--- src/sv/tcphtc_pkg.sv ---
package tcphtc_pkg;

    localparam logic [15:0] ETHERTYPE_IPV4 = 16'h0800;
    localparam logic [3:0]  IHL_NO_OPTIONS = 4'd5;
    localparam logic [7:0]  PROTO_TCP      = 8'd6;
    localparam logic [7:0]  OFS_OPTIONS    = 8'd54;
    localparam logic [7:0]  OFS_TCP        = 8'd34;
    localparam logic [8:0]  LEN_ETH        = 9'd14;
    localparam logic [8:0]  LEN_IP         = 9'd34;
    localparam logic [8:0]  LEN_TCP        = 9'd54;
    localparam logic [7:0]  OPT_END        = 8'd0;
    localparam logic [7:0]  OPT_NOP        = 8'd1;
    localparam logic [7:0]  OPT_MSS        = 8'd2;

    // flag bits kept from the tcp header
    localparam int FLAG_CWR = 2;
    localparam int FLAG_URG = 1;
    localparam int FLAG_RST = 0;

    localparam int FRAG_DF  = 14;

    typedef enum logic [2:0] {
        PH_KIND   = 3'd0,
        PH_LEN    = 3'd1,
        PH_SKIP   = 3'd2,
        PH_STOP   = 3'd3,
        PH_MSSLEN = 3'd4
    } t_opt_phase;

    typedef enum logic [2:0] {
        CFG_ACK_SPLIT     = 3'd0,
        CFG_MSS_LIMIT     = 3'd1,
        CFG_ACK_CWR_LIMIT = 3'd2,
        CFG_LENGTH_LIMIT  = 3'd3,
        CFG_TTL_UPPER     = 3'd4,
        CFG_TTL_LOWER     = 3'd5
    } t_cfg_index;

    typedef struct packed {
        logic [31:0] ack_split;
        logic [15:0] mss_limit;
        logic [31:0] ack_cwr_limit;
        logic [15:0] length_limit;
        logic [7:0]  ttl_upper;
        logic [7:0]  ttl_lower;
    } t_cfg;

    localparam t_cfg CFG_RESET = '{
        ack_split:     32'd284597952,
        mss_limit:     16'd1176,
        ack_cwr_limit: 32'd7806426,
        length_limit:  16'd41,
        ttl_upper:     8'd76,
        ttl_lower:     8'd63
    };

    typedef struct packed {
        logic [7:0]  byte_offset;
        logic [15:0] ether_type;
        logic [3:0]  ip_header_len;
        logic [7:0]  ip_protocol;
        logic [15:0] total_length;
        logic [15:0] frag_field;
        logic [7:0]  ttl_value;
        logic [31:0] ack_number;
        logic [2:0]  tcp_flag_bits;
        logic [3:0]  tcp_data_offset;
        t_opt_phase  option_phase;
        logic [7:0]  option_skip;
        logic [15:0] mss_value;
        logic [7:0]  mss_high;
        logic [1:0]  mss_pending;
    } t_frame;

    localparam t_frame FRAME_CLEAR = '{
        byte_offset:     8'd0,
        ether_type:      16'd0,
        ip_header_len:   4'd0,
        ip_protocol:     8'd0,
        total_length:    16'd0,
        frag_field:      16'd0,
        ttl_value:       8'd0,
        ack_number:      32'd0,
        tcp_flag_bits:   3'd0,
        tcp_data_offset: 4'd0,
        option_phase:    PH_KIND,
        option_skip:     8'd0,
        mss_value:       16'd0,
        mss_high:        8'd0,
        mss_pending:     2'd0
    };

endpackage

--- src/sv/tcphtc_if.sv ---
interface tcphtc_frame_if;
    logic       valid;
    logic       ready;
    logic [7:0] data_byte;
    logic       last;

    modport source (output valid, output data_byte, output last, input ready);
    modport sink   (input valid, input data_byte, input last, output ready);
endinterface

interface tcphtc_verdict_if;
    logic valid;
    logic ready;
    logic drop;

    modport source (output valid, output drop, input ready);
    modport sink   (input valid, input drop, output ready);
endinterface

interface tcphtc_cfg_if;
    logic        valid;
    logic        ready;
    logic [2:0]  index;
    logic [31:0] data;

    modport source (output valid, output index, output data, input ready);
    modport sink   (input valid, input index, input data, output ready);
endinterface

--- src/sv/tcp_header_tree_classifier_top.sv ---
// tcp header classifier: one pass/drop verdict per ethernet frame
//
// i_frame carries the frame one byte per beat from the destination address,
// with last set on the final byte. o_verdict carries one beat per frame with
// drop = 1 to drop, 0 to pass. i_cfg writes the six tree thresholds by index
// (0 ack split, 1 mss limit, 2 ack/cwr limit, 3 length limit, 4 ttl upper,
// 5 ttl lower); it is always ready and other indexes are ignored.
//
// every byte is parsed in the cycle it is accepted, so a byte can be taken
// every cycle unless a verdict is stalled. the verdict enters the output register
// in the cycle after the last byte is taken; the path is field capture plus 32-bit compares.
// if the receiver stalls, the verdict holds and i_frame.ready drops until it
// is taken; a waiting verdict taken in the same cycle does not stall input.
//
// reset clears the parser and the output valid and loads the default thresholds;
// the user must write configuration only while no frame is in progress; not enforced.
module tcp_header_tree_classifier_top (
    input  logic                    i_clk,
    input  logic                    i_rst_n,
    tcphtc_frame_if.sink            i_frame,
    tcphtc_verdict_if.source        o_verdict,
    tcphtc_cfg_if.sink              i_cfg
);

    tcphtc_pkg::t_cfg   r_cfg;
    tcphtc_pkg::t_frame w_frame;
    logic [8:0]         w_len;
    logic               w_drop;
    logic               w_beat;
    logic               r_out_valid;
    logic               r_drop;

    assign i_frame.ready = !r_out_valid || o_verdict.ready;
    assign w_beat        = i_frame.valid && i_frame.ready;
    assign i_cfg.ready   = 1'b1;

    always_ff @(posedge i_clk) begin
        if (!i_rst_n) begin
            r_cfg <= tcphtc_pkg::CFG_RESET;
        end else if (i_cfg.valid) begin
            unique case (i_cfg.index)
                tcphtc_pkg::CFG_ACK_SPLIT:     r_cfg.ack_split     <= i_cfg.data;
                tcphtc_pkg::CFG_MSS_LIMIT:     r_cfg.mss_limit     <= i_cfg.data[15:0];
                tcphtc_pkg::CFG_ACK_CWR_LIMIT: r_cfg.ack_cwr_limit <= i_cfg.data;
                tcphtc_pkg::CFG_LENGTH_LIMIT:  r_cfg.length_limit  <= i_cfg.data[15:0];
                tcphtc_pkg::CFG_TTL_UPPER:     r_cfg.ttl_upper     <= i_cfg.data[7:0];
                tcphtc_pkg::CFG_TTL_LOWER:     r_cfg.ttl_lower     <= i_cfg.data[7:0];
                default: ;
            endcase
        end
    end

    tcphtc_parser u_parser (
        .i_clk       (i_clk),
        .i_rst_n     (i_rst_n),
        .i_beat      (w_beat),
        .i_data_byte (i_frame.data_byte),
        .i_last      (i_frame.last),
        .o_frame     (w_frame),
        .o_len       (w_len)
    );

    tcphtc_tree u_tree (
        .i_frame (w_frame),
        .i_len   (w_len),
        .i_cfg   (r_cfg),
        .o_drop  (w_drop)
    );

    always_ff @(posedge i_clk) begin
        if (!i_rst_n) begin
            r_out_valid <= 1'b0;
        end else if (w_beat && i_frame.last) begin
            r_out_valid <= 1'b1;
        end else if (o_verdict.ready) begin
            r_out_valid <= 1'b0;
        end
    end

    always_ff @(posedge i_clk) begin
        if (w_beat && i_frame.last) begin
            r_drop <= w_drop;
        end
    end

    assign o_verdict.valid = r_out_valid;
    assign o_verdict.drop  = r_drop;

    a_verdict_on_last: assert property (@(posedge i_clk) disable iff (!i_rst_n)
        (w_beat && i_frame.last) |=> r_out_valid)
        else $error("no verdict after last beat");

    a_no_spurious_verdict: assert property (@(posedge i_clk) disable iff (!i_rst_n)
        (!r_out_valid && !(w_beat && i_frame.last)) |=> !r_out_valid)
        else $error("verdict without a last beat");

    a_no_overwrite: assert property (@(posedge i_clk) disable iff (!i_rst_n)
        (r_out_valid && !o_verdict.ready) |-> !w_beat)
        else $error("beat accepted while a verdict is stalled");

endmodule

--- src/sv/tcphtc_parser.sv ---
module tcphtc_parser (
    input  logic                i_clk,
    input  logic                i_rst_n,
    input  logic                i_beat,
    input  logic [7:0]          i_data_byte,
    input  logic                i_last,
    output tcphtc_pkg::t_frame  o_frame,
    output logic [8:0]          o_len
);

    tcphtc_pkg::t_frame r_frame;
    tcphtc_pkg::t_frame n_frame;
    tcphtc_pkg::t_frame n_stored;

    logic [7:0] w_ofs;
    logic [7:0] w_kind_end;
    logic [7:0] w_skip_dec;

    assign w_ofs      = r_frame.byte_offset;
    assign w_kind_end = tcphtc_pkg::OFS_TCP + {2'b00, r_frame.tcp_data_offset, 2'b00};
    assign w_skip_dec = r_frame.option_skip - 8'd1;

    always_comb begin
        n_frame = r_frame;

        // fixed header fields, multi-byte ones in network order
        case (w_ofs) inside
            8'd12, 8'd13: n_frame.ether_type = {r_frame.ether_type[7:0], i_data_byte};
            8'd14: n_frame.ip_header_len = i_data_byte[3:0];
            8'd16, 8'd17: n_frame.total_length = {r_frame.total_length[7:0], i_data_byte};
            8'd20, 8'd21: n_frame.frag_field = {r_frame.frag_field[7:0], i_data_byte};
            8'd22: n_frame.ttl_value = i_data_byte;
            8'd23: n_frame.ip_protocol = i_data_byte;
            [8'd42:8'd45]: n_frame.ack_number = {r_frame.ack_number[23:0], i_data_byte};
            8'd46: n_frame.tcp_data_offset = i_data_byte[7:4];
            8'd47: n_frame.tcp_flag_bits = {i_data_byte[7], i_data_byte[5], i_data_byte[2]};
            default: ;
        endcase

        if (w_ofs >= tcphtc_pkg::OFS_OPTIONS) begin
            // mss bytes follow an mss length byte of two or more whatever that length says
            if (r_frame.mss_pending == 2'd2) begin
                n_frame.mss_high    = i_data_byte;
                n_frame.mss_pending = 2'd1;
            end else if (r_frame.mss_pending == 2'd1) begin
                n_frame.mss_value   = {r_frame.mss_high, i_data_byte};
                n_frame.mss_pending = 2'd0;
            end

            unique case (r_frame.option_phase)
                tcphtc_pkg::PH_KIND: begin
                    if (w_ofs >= w_kind_end || i_data_byte == tcphtc_pkg::OPT_END) begin
                        n_frame.option_phase = tcphtc_pkg::PH_STOP;
                    end else if (i_data_byte == tcphtc_pkg::OPT_MSS) begin
                        n_frame.option_phase = tcphtc_pkg::PH_MSSLEN;
                    end else if (i_data_byte != tcphtc_pkg::OPT_NOP) begin
                        n_frame.option_phase = tcphtc_pkg::PH_LEN;
                    end
                end
                tcphtc_pkg::PH_LEN, tcphtc_pkg::PH_MSSLEN: begin
                    if (i_data_byte < 8'd2) begin
                        n_frame.option_phase = tcphtc_pkg::PH_STOP;
                    end else begin
                        if (r_frame.option_phase == tcphtc_pkg::PH_MSSLEN) begin
                            n_frame.mss_pending = 2'd2;
                        end
                        n_frame.option_skip  = i_data_byte - 8'd2;
                        n_frame.option_phase = (i_data_byte == 8'd2) ?
                            tcphtc_pkg::PH_KIND : tcphtc_pkg::PH_SKIP;
                    end
                end
                tcphtc_pkg::PH_SKIP: begin
                    n_frame.option_skip = w_skip_dec;
                    if (w_skip_dec == 8'd0) begin
                        n_frame.option_phase = tcphtc_pkg::PH_KIND;
                    end
                end
                default: ;
            endcase
        end

        n_stored = n_frame;
        if (i_last) begin
            n_stored = tcphtc_pkg::FRAME_CLEAR;
        end else if (w_ofs != 8'hFF) begin
            n_stored.byte_offset = w_ofs + 8'd1;
        end
    end

    always_ff @(posedge i_clk) begin
        if (!i_rst_n) begin
            r_frame <= tcphtc_pkg::FRAME_CLEAR;
        end else if (i_beat) begin
            r_frame <= n_stored;
        end
    end

    assign o_frame = n_frame;
    assign o_len   = {1'b0, w_ofs} + 9'd1;

    a_clear_after_last: assert property (@(posedge i_clk) disable iff (!i_rst_n)
        (i_beat && i_last) |=> (r_frame.byte_offset == 8'd0 &&
                                r_frame.option_phase == tcphtc_pkg::PH_KIND))
        else $error("frame state not cleared after last beat");

    a_offset_monotonic: assert property (@(posedge i_clk) disable iff (!i_rst_n)
        (i_beat && !i_last) |=> (r_frame.byte_offset >= $past(r_frame.byte_offset)))
        else $error("byte offset went backwards within a frame");

    a_stop_sticky: assert property (@(posedge i_clk) disable iff (!i_rst_n)
        (i_beat && !i_last && r_frame.option_phase == tcphtc_pkg::PH_STOP)
        |=> (r_frame.option_phase == tcphtc_pkg::PH_STOP))
        else $error("option walk left the stopped phase");

endmodule

--- src/sv/tcphtc_tree.sv ---
module tcphtc_tree (
    input  tcphtc_pkg::t_frame i_frame,
    input  logic [8:0]         i_len,
    input  tcphtc_pkg::t_cfg   i_cfg,
    output logic               o_drop
);

    logic w_screened;

    // short, non-ipv4, optioned, fragmented or non-tcp frames pass
    assign w_screened = (i_len >= tcphtc_pkg::LEN_ETH) &&
                        (i_frame.ether_type == tcphtc_pkg::ETHERTYPE_IPV4) &&
                        (i_len >= tcphtc_pkg::LEN_IP) &&
                        (i_frame.ip_header_len == tcphtc_pkg::IHL_NO_OPTIONS) &&
                        (i_frame.frag_field[13:0] == 14'd0) &&
                        (i_frame.ip_protocol == tcphtc_pkg::PROTO_TCP) &&
                        (i_len >= tcphtc_pkg::LEN_TCP);

    always_comb begin
        o_drop = 1'b0;
        if (w_screened) begin
            if (i_frame.ack_number < i_cfg.ack_split) begin
                if (i_frame.tcp_flag_bits[tcphtc_pkg::FLAG_URG]) begin
                    o_drop = 1'b1;
                end else if (!i_frame.tcp_flag_bits[tcphtc_pkg::FLAG_CWR]) begin
                    o_drop = !(i_frame.mss_value < i_cfg.mss_limit);
                end else begin
                    o_drop = !(i_frame.ack_number < i_cfg.ack_cwr_limit);
                end
            end else if (!i_frame.frag_field[tcphtc_pkg::FRAG_DF]) begin
                if (i_frame.total_length < i_cfg.length_limit) begin
                    o_drop = !i_frame.tcp_flag_bits[tcphtc_pkg::FLAG_RST];
                end
            end else if (i_frame.ttl_value < i_cfg.ttl_upper) begin
                o_drop = !(i_frame.ttl_value < i_cfg.ttl_lower);
            end
        end
    end

endmodule

--- src/flat_wrapper.sv ---
// flat-port wrapper written by rule: the top's interface ports become plain ports
module tcp_header_tree_classifier_top_flat 
  (i_clk, i_rst_n, i_frame_valid, i_frame_data_byte, i_frame_last, i_frame_ready, o_verdict_valid, o_verdict_drop, o_verdict_ready, i_cfg_valid, i_cfg_index, i_cfg_data, i_cfg_ready);
  tcphtc_frame_if i_frame_i ();
  tcphtc_verdict_if o_verdict_i ();
  tcphtc_cfg_if i_cfg_i ();
  input  logic i_clk;
  input  logic i_rst_n;
  input wire logic [$bits(i_frame_i.valid)-1:0] i_frame_valid;
  input wire logic [$bits(i_frame_i.data_byte)-1:0] i_frame_data_byte;
  input wire logic [$bits(i_frame_i.last)-1:0] i_frame_last;
  output wire logic [$bits(i_frame_i.ready)-1:0] i_frame_ready;
  output wire logic [$bits(o_verdict_i.valid)-1:0] o_verdict_valid;
  output wire logic [$bits(o_verdict_i.drop)-1:0] o_verdict_drop;
  input wire logic [$bits(o_verdict_i.ready)-1:0] o_verdict_ready;
  input wire logic [$bits(i_cfg_i.valid)-1:0] i_cfg_valid;
  input wire logic [$bits(i_cfg_i.index)-1:0] i_cfg_index;
  input wire logic [$bits(i_cfg_i.data)-1:0] i_cfg_data;
  output wire logic [$bits(i_cfg_i.ready)-1:0] i_cfg_ready;
  assign i_frame_i.valid = i_frame_valid;
  assign i_frame_i.data_byte = i_frame_data_byte;
  assign i_frame_i.last = i_frame_last;
  assign i_frame_ready = i_frame_i.ready;
  assign o_verdict_valid = o_verdict_i.valid;
  assign o_verdict_drop = o_verdict_i.drop;
  assign o_verdict_i.ready = o_verdict_ready;
  assign i_cfg_i.valid = i_cfg_valid;
  assign i_cfg_i.index = i_cfg_index;
  assign i_cfg_i.data = i_cfg_data;
  assign i_cfg_ready = i_cfg_i.ready;
  tcp_header_tree_classifier_top u_core (.i_clk(i_clk), .i_rst_n(i_rst_n), .i_frame(i_frame_i), .o_verdict(o_verdict_i), .i_cfg(i_cfg_i));
endmodule
--- config.mk ---
export PLATFORM = sky130hd
export DESIGN_NAME = tcp_header_tree_classifier_top_flat
export DESIGN_NICKNAME = d
export VERILOG_FILES = /design/src/sv/tcphtc_pkg.sv /design/src/sv/tcphtc_if.sv /design/src/sv/tcp_header_tree_classifier_top.sv /design/src/sv/tcphtc_parser.sv /design/src/sv/tcphtc_tree.sv /design/src/flat_wrapper.sv
export SDC_FILE = /design/constraint.sdc
export NUM_CORES = 1
export LEC_CHECK = 0
export BUFFER_PORTS_ARGS = -buffer_cell sky130_fd_sc_hd__clkbuf_2
export CAP_MARGIN = 20
export CORE_AREA = 5 5 182 184
export DETAILED_ROUTE_END_ITERATION = 7
export DIE_AREA = 0 0 187 189
export SETUP_SLACK_MARGIN = 0.3
export SKIP_CTS_REPAIR_TIMING = 1
export SLEW_MARGIN = 20
export SYNTH_ARGS = -nofsm -noshare
export SYNTH_HDL_FRONTEND = slang
export SYNTH_SLANG_ARGS = --single-unit
--- constraint.sdc ---
create_clock -name i_clk -period 4.4 [get_ports i_clk]
set_clock_uncertainty 0.15 [all_clocks]
set_input_delay 0.44 -clock i_clk [delete_from_list [all_inputs] [get_ports i_clk]]
set_output_delay 0.44 -clock i_clk [all_outputs]
set_load 0.02 [all_outputs]
# After elaboration in Yosys (flattened, before gate mapping)
# Index checks and enable logic that the tools add are counted.
# Widths: inputs -> output; s select.
# word_totals
regBits	265
latch_bits	0
ramBits	0
mem_bits_ro	0
in_bits	49
output_inout_bits	4
wordCells	197
memories	0
# op_classes
addsub	5
multipliers	0
div	0
magnitude_cmp	14
eq_ne	37
shift	0
n_mux	74
bitwise	0
n_reduce_logical	44
# op_table
op	n
$mux 32	7
$mux 16	10
$mux 144	1
$mux 8	15
$lt 32x32->1	2
$eq 8x5->1 const B	6
$mux 4	10
$mux 3	13
$mux 37	1
$lt 16x16->1	2
$eq 8x4->1 const B	3
$ge 9x6->1 const B	2
$eq 16x12->1 const B	1
$eq 8x6->1 const B	2
$ge 8x6->1 const B	2
$logic_not 8->1	2
$lt 8x8->1	2
$pmux 8 s2	1
$reduce_and 2->1	8
$logic_not 14->1	1
$mux 2	7
$ne 2x2->1 const B	7
$reduce_bool 2->1	5
$add 8x1->9 const B	1
33 further kinds	63

# Longest topological paths before layout
# Gate-level depths: netlist of the first run.
# depth
word_depth	14
depth_mapped	18
depth_no_buf	16

# By module
# From an unflattened synthesis of the first run, not the netlist that was laid out.
# hier_totals
hier_cells	1699
hier_area_um2	15527.4
# by_module_without_submodules
module	instances	cells_each	area_each_um2	seq_area_each_um2
tcphtc_parser	1	873	8242.9	3042.9
tcp_header_tree_classifier_top	1	437	4506.8	2292.2
tcphtc_tree	1	389	2777.7	0.0

# Worst setup path after synthesis of the first run
# OpenSTA, ideal clock, no wires.
# synth_path
kind	register to register
startpoint	register u_core.u_parser.r_frame, in the netlist u_core.u_parser.w_ofs[1]
endpoint	register u_core.r_drop (netlist: u_core.o_verdict.drop), data pin
setup_time_ps	261
arrival_ps	3568
required_time_ps	3989
slack_ps	420
stages_incl_launch_ff	19
n_path_buf	3
period_less_slack_ps	3980
cell_sequence	dfxtp_1 > clkbuf_1 > inv_1 > ha_1 > or3b_2 > and4_1 > clkbuf_1 > clkbuf_1 > nand2_1 > nand2_1 > ha_1 > a21o_1 > a21o_1 > a211oi_1 > a2bb2oi_1 > a311oi_1 > o31ai_1 > mux2i_1 > nor4_1
# synth_between
elab_chain_len	14
elab_cells_between_ends	86
classes_between	add/sub: 1; order compare: 12; eq/ne: 14; mux: 44; reduce/logical: 15
# synth_rtl
element	line_no	source
from (decl)	tcphtc_parser.sv:11	tcphtc_pkg::t_frame r_frame;
from (signal assigned)	tcphtc_parser.sv:92	r_frame <= tcphtc_pkg::FRAME_CLEAR;
from (signal assigned)	tcphtc_parser.sv:94	r_frame <= n_stored;
$ge 8x6->1 (no line) (tied with other cells)	-	
$logic_and 1x1->1 (no line) or $mux 3 (tied branches)	-	
$mux 32 or $mux 3 (tied branches) (7 in a row)	tcphtc_parser.sv:27	case (w_ofs) inside
$lt 32x32->1 or $mux 3 (tied branches)	tcphtc_tree.sv:28, tcphtc_parser.sv:27	
$logic_not 1->1, on equally long branches	tcphtc_tree.sv:28, tcphtc_tree.sv:32	
$mux 1, on equally long branches	tcphtc_tree.sv:25, tcphtc_tree.sv:31	
$mux 1, on equally long branches	tcphtc_tree.sv:23, tcphtc_tree.sv:30	
$mux 1	tcphtc_tree.sv:22	if (i_frame.ack_number < i_cfg.ack_split) begin
to (signal assigned)	tcp_header_tree_classifier_top.sv:82	r_drop <= w_drop;
to (decl)	tcp_header_tree_classifier_top.sv:31	logic r_drop;
# Parallel ways exist; a longest one is shown, timed or not. The select of a mux whose other input is x is not followed.
# A chain may end at the register's enable or synchronous reset.

# Final worst setup path of the first run
# Ends and elaborated chain as after synthesis.

==> metrics.txt, run 1 <==
outcome finished clean; clock tree from TritonCTS built; Warnings, synthesis 0; Post-Synthesis Net Count 1977; first-pass GRT wire length about 66000 µm; Detail Route met2 WL approximately 17000 µm; Worst-path clk slew about 0.060 ns; non-filler instance count after layout between 2000 and 2500; synthesized area 14500 µm²; global placement routability congestion 0.891; ys flop type dfxtp_1; post-route ant nets 0; router iterations before antenna repair 5; Setup violations, final 0; Hold Crit Depth 3; f_max between 200 and 300 MHz; crit end category flip-flop; PD cells between 300 and 400 nW/µm²; Total Routing Usage GR 0.226; reg2reg path depth 17; commonest non-fill, non-tap cell in the layout nand2_1; Hold Crit Class primary input to flip-flop; # DRC 0; Hold Crit Endpoint u_core.r_cfg[73]; Synth area leader dfxtp_1; worst hold margin ~0.011 ns; fin crit share 0.879; # H-tree levels 1; Routed WL per cell approximately 18 µm; worst-path fanout max 30; Slew Viols, Final 0; Final Hold Fails 0; Root Buffer clkbuf_16; nets@finish about 2000; Setup crit start kind flip-flop; Static Leak roughly 6.5 nW; peak supply drop roughly 290 µV; Initial Util 0.466; Cells after Synth 1809; Rows 65; Period minus WS final slightly below 4 ns; leading cell types in the layout, fill and taps excluded nand2_1 (380), dfxtp_1 (261), nor2b_1 (140), inv_1 (124), a22oi_1 (123); RSZ-0062 raised after global routing false; number of port buffers 51; DRT Wirelength about 41000 µm; r2r startpoint u_core.u_parser.w_ofs[1]; Max Root-Sink Buffers 3; Top Metal Used met4; Antenna Diode Count 0; largest net degree at the start of global routing about 150; detailed placer's ending HPWL approximately 29000 µm; actual slew at the worst max-slew pin about 1.0 ns; Yosys cell types slightly above 70; min-delay src i_cfg_data[9]; critical path required time roughly 4.6 ns; Async SR Flop Fraction 0; Congestion Overflow GR 0; core area 31200 µm²; sequential area share after synthesis 0.365; Synth area leaders dfxtp_1 (36%), ha_1 (10%), nand2_1 (9.8%); Area Growth Syn to Fin 13.3%; Setup CP Type flip-flop to flip-flop; DRT iter0 DRCs approximately 930; Num CTS Buffers 31; clock sink count around 270; Reg2Reg Capture Point u_core.o_verdict.drop; maxcap violations 0; met3 WL between 2000 and 2500 µm; CP arrival approximately 4 ns; Die Width 187 µm; setup tns final 0 ns; reg-to-reg slack, setup 0.53 ns; Clk Latency, worst-skew pair around 0.58 ns; number of global-route vias before repair between 10000 and 15000; Met1 Wirelength 20500 µm; mean number of vias per cell 5.60; fillers ~3000; Post-synth EDFFs 1; Placed Instances roughly 2200; IO Count 53; Die Y between 150 and 200 µm; via count 12692; ratio of cells with drive above 1 in the final layout 0.0997; initial antenna violation count 0; register bit total from synthesis around 270; share of the synthesized area in the top cell type 0.363; synthesized area per cell 8.04 µm²; slew margin rel. 0.325; Die ar. between 30000 and 40000 µm²
[stage by stage]
step	setup WS, ns	util	cell area (µm²)	total power [mW]
global placement	0.460	0.487	15200	2.83
CTS	0.216	0.520	16200	5.41
global route	0.308	0.528	16500	5.57
detailed placement	0.263	0.487	15200	2.83
finish	0.534	0.528	16500	5.36
floorplan	0.420	-	14500	2.70
[critical path, stage by stage, from the launching register on]
cell and delay, ns:
dfxtp_2 0.37, inv_1 0.08, ha_1 0.19, or3b_2 0.51, nand4_1 0.11, buf_4 0.16, buf_12 0.19, nand2_1 0.07
nand2_1 0.12, ha_1 0.27, a211oi_1 0.22, o211ai_1 0.12, o221ai_1 0.20, a31oi_1 0.15, nor3_2 0.21, o31ai_1 0.14
mux2i_1 0.26, nor4_2 0.07
[registers in the layout, indices dropped and copies added, names as in the netlist]
signal / count
u_core.o_verdict.drop: 1
u_core.o_verdict.valid: 1
u_core.r_cfg: 112
u_core.u_parser.r_frame: 143
u_core.u_parser.w_ofs: 8
[logic make-up (layout without fill, tap and decap cells)]
| kind of cell | after synthesis | in the layout | share of synthesized area |
|---|---|---|---|
| compound gates | 432 | 432 | 0.207 |
| xor+xnor | 9 | 9 | 0.00542 |
| fa+ha+maj | 119 | 119 | 0.102 |
| buf+inv | 229 | 285 | 0.0606 |
| flops | 265 | 265 | 0.365 |
| mux | 25 | 25 | 0.0188 |
| other cells | 1 | 1 | 0.000258 |
| simple gates | 729 | 729 | 0.240 |
[worst max-delay path by stage]
stage | start | endpoint | slack (ns)
floorplan | u_core.u_parser.w_ofs[1] | u_core.o_verdict.drop | 0.42
detailed placement | u_core.u_parser.w_ofs[5] | u_core.o_verdict.drop | 0.26
global placement | u_core.u_parser.w_ofs[1] | u_core.o_verdict.drop | 0.46
CTS | u_core.u_parser.w_ofs[5] | u_core.o_verdict.drop | 0.22
global route | u_core.u_parser.w_ofs[1] | u_core.o_verdict.drop | 0.31
finish | u_core.u_parser.w_ofs[1] | u_core.o_verdict.drop | 0.53
[cells in the mapped netlist (10+ instances only)]
cell type	number
nand2_1	381
dfxtp_1	264
nor2b_1	140
inv_1	124
a22oi_1	123
ha_1	119
clkbuf_1	93
a21boi_0	79
o21ai_0	62
nor2_1	61
o211ai_1	50
a21oi_1	38
nand3_1	25
nand4_1	19
mux2_2	18
nor3_1	18
nand2b_1	16
a21o_1	13
nor4_1	12
a211oi_1	10
[report_power, final]
part	internal [mW]	total [mW]	switching, mW
clock	1.49	2.56	1.08
combinational	0.116	0.353	0.237
sequential	2.43	2.44	0.0125
total	4.03	5.36	1.33
[cell type report]
cell class	instances	area (µm²)	share of cell area
Clock buffer	39	846	0.0513
Clock inverter	18	176	0.0107
Inverter	126	477	0.0289
Multi-Input combinational cell	1315	8440	0.512
Sequential cell	265	5320	0.323
Tap cell	402	503	0.0305
Timing Repair Buffer	102	726	0.0440
[layer usage]
| layer | GRT usage | vias up |
|---|---|---|
| met3 | 0.0337 | 62 |
| met4 | 0.0600 | 0 |
| met2 | 0.342 | 319 |
| li1 | - | 6335 |
| met5 | 0 | - |
| met1 | 0.337 | 5976 |
Power figures use the tool's default switching activity.
==> inputs of run 2 (changes only) <==
Settings changed: MAX_ROUTING_LAYER set to met4.
==> run 2 against run 1 <==
Compared with the run above:
- hold slack improved by 0.012 ns
- final cell count about the same
- power shrank 0.12%
- critical path type unchanged
- largest cell class unchanged
- highest routed layer unchanged
==> metrics.txt, run 2 (synthesis results as in run 1) <==
area post-placement 15200 µm² (-0.15%); f_max 257 MHz (-0.79%); Most flops, register u_core.u_parser.r_frame; Area Growth Syn to Fin 13.6%; reg2reg path depth 14 (-3); Clk Latency, worst-skew pair 0.57 ns (about the same); # H-tree levels 1 (unchanged); worst-path fanout max 7 (-77%); Reg2Reg Capture Point u_core.o_verdict.drop; fin crit share 0.886 (+0.00696); outcome finished clean; Congestion Overflow GR 0 (unchanged); clock sink count 265 (unchanged); Root Buffer clkbuf_16; cell chain of the critical path nor3b_1 > nand2_1 > nor2_1 > buf_4 > nand2_1 > nand2_1 > ha_1 > a21oi_1 > nor2_1 > a2111oi_0 > o211ai_1 > o22ai_2 > mux2i_1 > nor4_1; DRT Wirelength 41700 µm (+0.70%); PD cells 324 nW/µm² (-0.36%); actual slew at the worst max-slew pin 1.01 ns (+0.00340 ns); Die Y 189 µm (unchanged); maxcap violations 0 (unchanged); peak supply drop 327 µV (+12%); Worst-path clk slew 0.06 ns (about the same); number of port buffers 51 (unchanged); Antenna Diode Count 0 (unchanged); CP arrival 4.13 ns (+0.11 ns); global placement routability congestion 0.928 (+4.2%); post-route ant nets 0 (unchanged); r2r startpoint u_core.u_parser.w_ofs[2]; Initial Util 0.466 (unchanged); commonest non-fill, non-tap cell in the layout nand2_1; leading cell types in the layout, fill and taps excluded nand2_1 (380), dfxtp_1 (261), nor2b_1 (140), inv_1 (124), a22oi_1 (123); Hold Crit Class primary input to flip-flop; Rows 65 (unchanged); clock tree from TritonCTS built; Placed Instances 2189 (-0.14%); Final Cell Area 16500 µm² (+0.23%); CP Buf/Inv Count 1 (-2); Max Root-Sink Buffers 3 (unchanged); Setup CP Type flip-flop to flip-flop; Slew Viols, Final 0 (unchanged); Total Routing Usage GR 0.231 (+0.00470); via count 12774 (+0.65%); Static Leak 6.55 nW (+0.22%); setup tns final 0 ns (unchanged); ratio of cells with drive above 1 in the final layout 0.0998 (about the same); Routed WL per cell 18.4 µm (+0.75%); most used cell, CP nand2_1; non-filler instance count after layout 2266 (-0.044%); Setup crit start u_core.u_parser.w_ofs[2]; Setup crit start kind flip-flop; fillers 3044 (+0.16%); nets@finish 2010 (+0.050%); Setup violations, final 0 (unchanged); Max stage delay on crit path 0.49 ns (-0.02 ns); Die ar. 35300 µm² (unchanged); detailed placer's ending HPWL 29000 µm (-0.32%); IO Count 53 (unchanged); number of global-route vias before repair 11876 (-1.8%); # DRC 0 (unchanged); slew margin rel. 0.322 (-0.00228); critical path required time 4.63 ns (+0.07 ns); router iterations before antenna repair 5 (unchanged); Largest register FFs 143 (unchanged); mean number of vias per cell 5.64 (+0.69%); Die Width 187 µm (unchanged); slowest cell on the critical path dfxtp_1; area of the multi-input gates 8450 µm² (+0.19%); initial antenna violation count 0 (unchanged); Final Hold Fails 0 (unchanged); DRT iter0 DRCs 1071 (+16%); reg-to-reg slack, setup 0.50 ns (-0.03 ns); first-pass GRT wire length 65600 µm (-0.71%); RSZ-0062 raised after global routing false; largest net degree at the start of global routing 142 (-2.1%); WP depth 14 (-3); Top delay family on crit path simple AND/OR/NAND/NOR gates; crit end category flip-flop; Sequential cell area 5320 µm² (about the same); Num CTS Buffers 30 (-3.2%); Period minus WS final 3.90 ns (+0.0306 ns); core area 31200 µm² (unchanged); end point of the critical path u_core.o_verdict.drop
## run 2: changes by cell type in the layout (fill, tap and decap cells not counted), moves of 2 or more
cell	previous run	this run
clkinv_2	7	5
o21ai_1	4	6
clkbuf_1	4	6
clkbuf_8	4	6
clkinv_4	2	0
o21ai_0	62	60
clkinvlp_4	6	3
## run 2: area by class of cell
cell class              count  area share
inverters                 126      0.0286
multi-input cells        1315       0.512
clock inverters            12     0.00932
flip-flops and latches    265       0.322
repair buffers            104      0.0461
well taps                 402      0.0304
clock buffers              42      0.0518
## run 2: worst register-to-register path, delay by kind of cell (launching register included)
kind / cells / cell delay [ns]
mux: 1 / 0.14
compound gates: 4 / 1.12
fa+ha+maj: 1 / 0.28
flops: 1 / 0.49
simple gates: 7 / 1.36
buf+inv: 1 / 0.17
## run 2: routing by layer
metal | up-vias | GRT usage | wire [µm]
li1 | 6328 | - | -
met1 | 5999 | 0.340 | 20600
met2 | 386 | 0.341 | 17800
met3 | 61 | 0.0288 | 2450
met4 | 0 | 0.0492 | 901
met5 | - | - | 0
## run 2: per-stage QoR
step	utilization	worst slack [ns]	hold WS, ns	power, mW
after floorplan	-	0.420	0.290	2.70
after global placement	0.486	0.391	0.300	2.83
after detailed placement	0.486	0.221	0.307	2.83
after CTS	0.518	0.181	-0.0619	5.40
after global routing	0.529	0.261	0.0133	5.55
final	0.529	0.504	0.0224	5.35
## run 2: worst min-delay path by stage
stage / cells after the start / start / slack [ns] / endpoint
floorplan: 2 / u_core.r_cfg[0] / 0.29 / u_core.r_cfg[0]
global placement: 2 / u_core.r_cfg[94] / 0.30 / u_core.r_cfg[94]
detailed placement: 2 / u_core.r_cfg[17] / 0.31 / u_core.r_cfg[17]
CTS: 3 / i_cfg_data[19] / -0.06 / u_core.r_cfg[51]
global route: 3 / i_cfg_data[9] / 0.01 / u_core.r_cfg[25]
finish: 3 / i_cfg_data[9] / 0.02 / u_core.r_cfg[73]
## run 2: power breakdown
group          switching (mW)  total [mW]  internal (mW)
combinational           0.235       0.350          0.115
sequential             0.0141        2.44           2.43
clock                    1.03        2.56           1.53
==> inputs of run 3 (changes only) <==
Settings changed: SKIP_CTS_REPAIR_TIMING 1 to unset.
Clock period 4.4 ns to 3.8 ns, I/O delays scaled along.
==> run 3 against run 2 <==
Compared with the run above:
- fmax rose by 6.2%
- sequential share of layout area fell by 1.4 points
- final cell count rose by 2.5%
- sequential power rose by 16%
- non-clock buffer count rose by 56
- via count rose by 1.1%
- setup slack got worse by 0.37 ns
- count of clock-buffer cells in the layout rose by 6
- critical path depth rose by 3
- power rose by 14%
==> metrics.txt, run 3 (synthesis results as in run 1) <==
outcome finished clean; number of global-route vias before repair 12198 (+2.7%); reg2reg path depth 17 (+3); critical path required time 3.93 ns (-0.70 ns); Sequential cell area 5320 µm² (about the same); area post-placement 15500 µm² (+2.3%); Static Leak 6.85 nW (+4.6%); clock tree from TritonCTS built; initial antenna violation count 0 (unchanged); leading cell types in the layout, fill and taps excluded nand2_1 (367), dfxtp_1 (259), nor2b_1 (140), inv_1 (122), a22oi_1 (122); Setup violations, final 0 (unchanged); Die ar. 35300 µm² (unchanged); Antenna Diode Count 0 (unchanged); Initial Util 0.466 (unchanged); actual slew at the worst max-slew pin 1.01 ns (-0.000371 ns); non-filler instance count after layout 2323 (+2.5%); Routed WL per cell 18.4 µm (-0.27%); DRT iter0 DRCs 808 (-25%); Reg2Reg Capture Point u_core.o_verdict.drop; Most flops, register u_core.u_parser.r_frame; CP arrival 3.80 ns (-0.33 ns); crit end category flip-flop; router iterations before antenna repair 6 (+1); fin crit share 0.965 (+0.0796); mean number of vias per cell 5.56 (-1.4%); min-delay src i_cfg_data[15]; # H-tree levels 1 (unchanged); Setup CP Type flip-flop to flip-flop; largest net degree at the start of global routing 122 (-14%); Period minus WS final 3.67 ns (-0.229 ns); Congestion Overflow GR 0 (unchanged); number of port buffers 51 (unchanged); reg-to-reg slack, setup 0.13 ns (-0.37 ns); Die Y 189 µm (unchanged); detailed placer's ending HPWL 29800 µm (+2.5%); Rows 65 (unchanged); DRT Wirelength 42700 µm (+2.2%); Final Hold Fails 0 (unchanged); Die Width 187 µm (unchanged); Setup crit start kind flip-flop; Hold Crit Depth 3 (unchanged); Hold Crit Endpoint u_core.r_cfg[47]; Max Root-Sink Buffers 3 (unchanged); ratio of cells with drive above 1 in the final layout 0.148 (+0.0481); Clk Latency, worst-skew pair 0.56 ns (about the same); Num CTS Buffers 31 (+3.3%); first-pass GRT wire length 67900 µm (+3.5%); Worst-path clk slew 0.06 ns (about the same); PD cells 353 nW/µm² (+9.1%); global placement routability congestion 0.907 (-2.2%); Placed Instances 2228 (+1.8%); area of the multi-input gates 8730 µm² (+3.3%); maxcap violations 0 (unchanged); f_max 273 MHz (+6.2%); RSZ-0062 raised after global routing true; IO Count 53 (unchanged); worst-path fanout max 6 (-1); Root Buffer clkbuf_16; setup tns final 0 ns (unchanged); via count 12915 (+1.1%); clock sink count 265 (unchanged); fillers 2922 (-4.0%); peak supply drop 318 µV (-2.7%); Largest register FFs 143 (unchanged); Total Routing Usage GR 0.239 (+0.00868); post-route ant nets 0 (unchanged); nets@finish 2067 (+2.8%); r2r startpoint u_core.u_parser.w_ofs[1]; Hold Crit Class primary input to flip-flop; # DRC 0 (unchanged); Slew Viols, Final 0 (unchanged); Area Growth Syn to Fin 18.9%; slew margin rel. 0.325 (+0.00228); commonest non-fill, non-tap cell in the layout nand2_1; core area 31200 µm² (unchanged); Final Cell Area 17300 µm² (+4.7%)
run 3: cell count changes in the layout (fill, tap and decap cells not counted), moves of 8 or more:
cell / delta
buf_4: +42
ha_1: -11
ha_4: +8
nand2_1: -13
nand2_2: +10
run 3: where the power goes:
part	switching (mW)	internal, mW	leakage (nW)
registers	0.0143	2.81	2.15
logic	0.284	0.147	4.23
clock network	1.17	1.68	0.478
run 3: area by class of cell:
class / instances / area share
Inverter: 126 / 0.0276
Timing Repair Buffer: 160 / 0.0738
Clock buffer: 48 / 0.0543
Clock inverter: 7 / 0.00268
Sequential cell: 265 / 0.308
Tap cell: 402 / 0.0291
Multi-Input combinational cell: 1315 / 0.505
run 3: how the worst max path moves through the flow:
stage / startpoint / endpoint / slack, ns / cells past startpoint
6_report: u_core.u_parser.w_ofs[1] / u_core.o_verdict.drop / 0.13 / 17
5_1_grt: u_core.u_parser.w_ofs[1] / u_core.o_verdict.drop / -0.04 / 19
4_1_cts: u_core.u_parser.w_ofs[1] / u_core.o_verdict.drop / 0.10 / 17
3_5_place_dp: u_core.u_parser.w_ofs[1] / u_core.o_verdict.drop / -0.06 / 15
3_3_place_gp: u_core.u_parser.w_ofs[1] / u_core.o_verdict.drop / 0.006 / 15
2_1_floorplan: u_core.u_parser.w_ofs[0] / u_core.o_verdict.drop / 0.27 / 18
run 3: layer usage:
layer	vias up	track usage	part of all wire
met4	0	0.0452	0.019
met2	315	0.358	0.43
met1	6091	0.344	0.50
met3	63	0.0409	0.056
met5	-	-	0
li1	6446	-	-
run 3: timing repair:
item,CTS,global route
gates cloned,1,3
pin swaps,8,24
gates resized for setup,23,59
buffers inserted,5,10
endpoints found under the setup margin,1,1
hold endpoints to repair,45,0
hold buffers,20,0
run 3: critical path: stages, from the launching register on:
cell and delay [ns]:
dfxtp_4 0.40, inv_4 0.05, ha_2 0.17, or3b_4 0.39
and4_4 0.24, buf_12 0.15, nand2_1 0.06, nand2_1 0.07
buf_4 0.15, ha_4 0.25, nand4_1 0.10, o211ai_1 0.22
o221ai_1 0.14, a31oi_1 0.25, nor3_2 0.09, o31ai_2 0.08
mux2i_2 0.33, nor4_2 0.09
run 3: stage by stage:
| step | util | total power, mW | hold WS, ns | worst slack (ns) |
|---|---|---|---|---|
| 2_1_floorplan | - | 3.12 | 0.290 | 0.269 |
| 3_3_place_gp | 0.497 | 3.29 | 0.300 | 0.00577 |
| 3_5_place_dp | 0.497 | 3.29 | 0.305 | -0.0644 |
| 4_1_cts | 0.539 | 6.16 | 0.0135 | 0.102 |
| 5_1_grt | 0.554 | 6.36 | 0.0219 | -0.0440 |
| 6_report | 0.554 | 6.11 | 0.0470 | 0.133 |
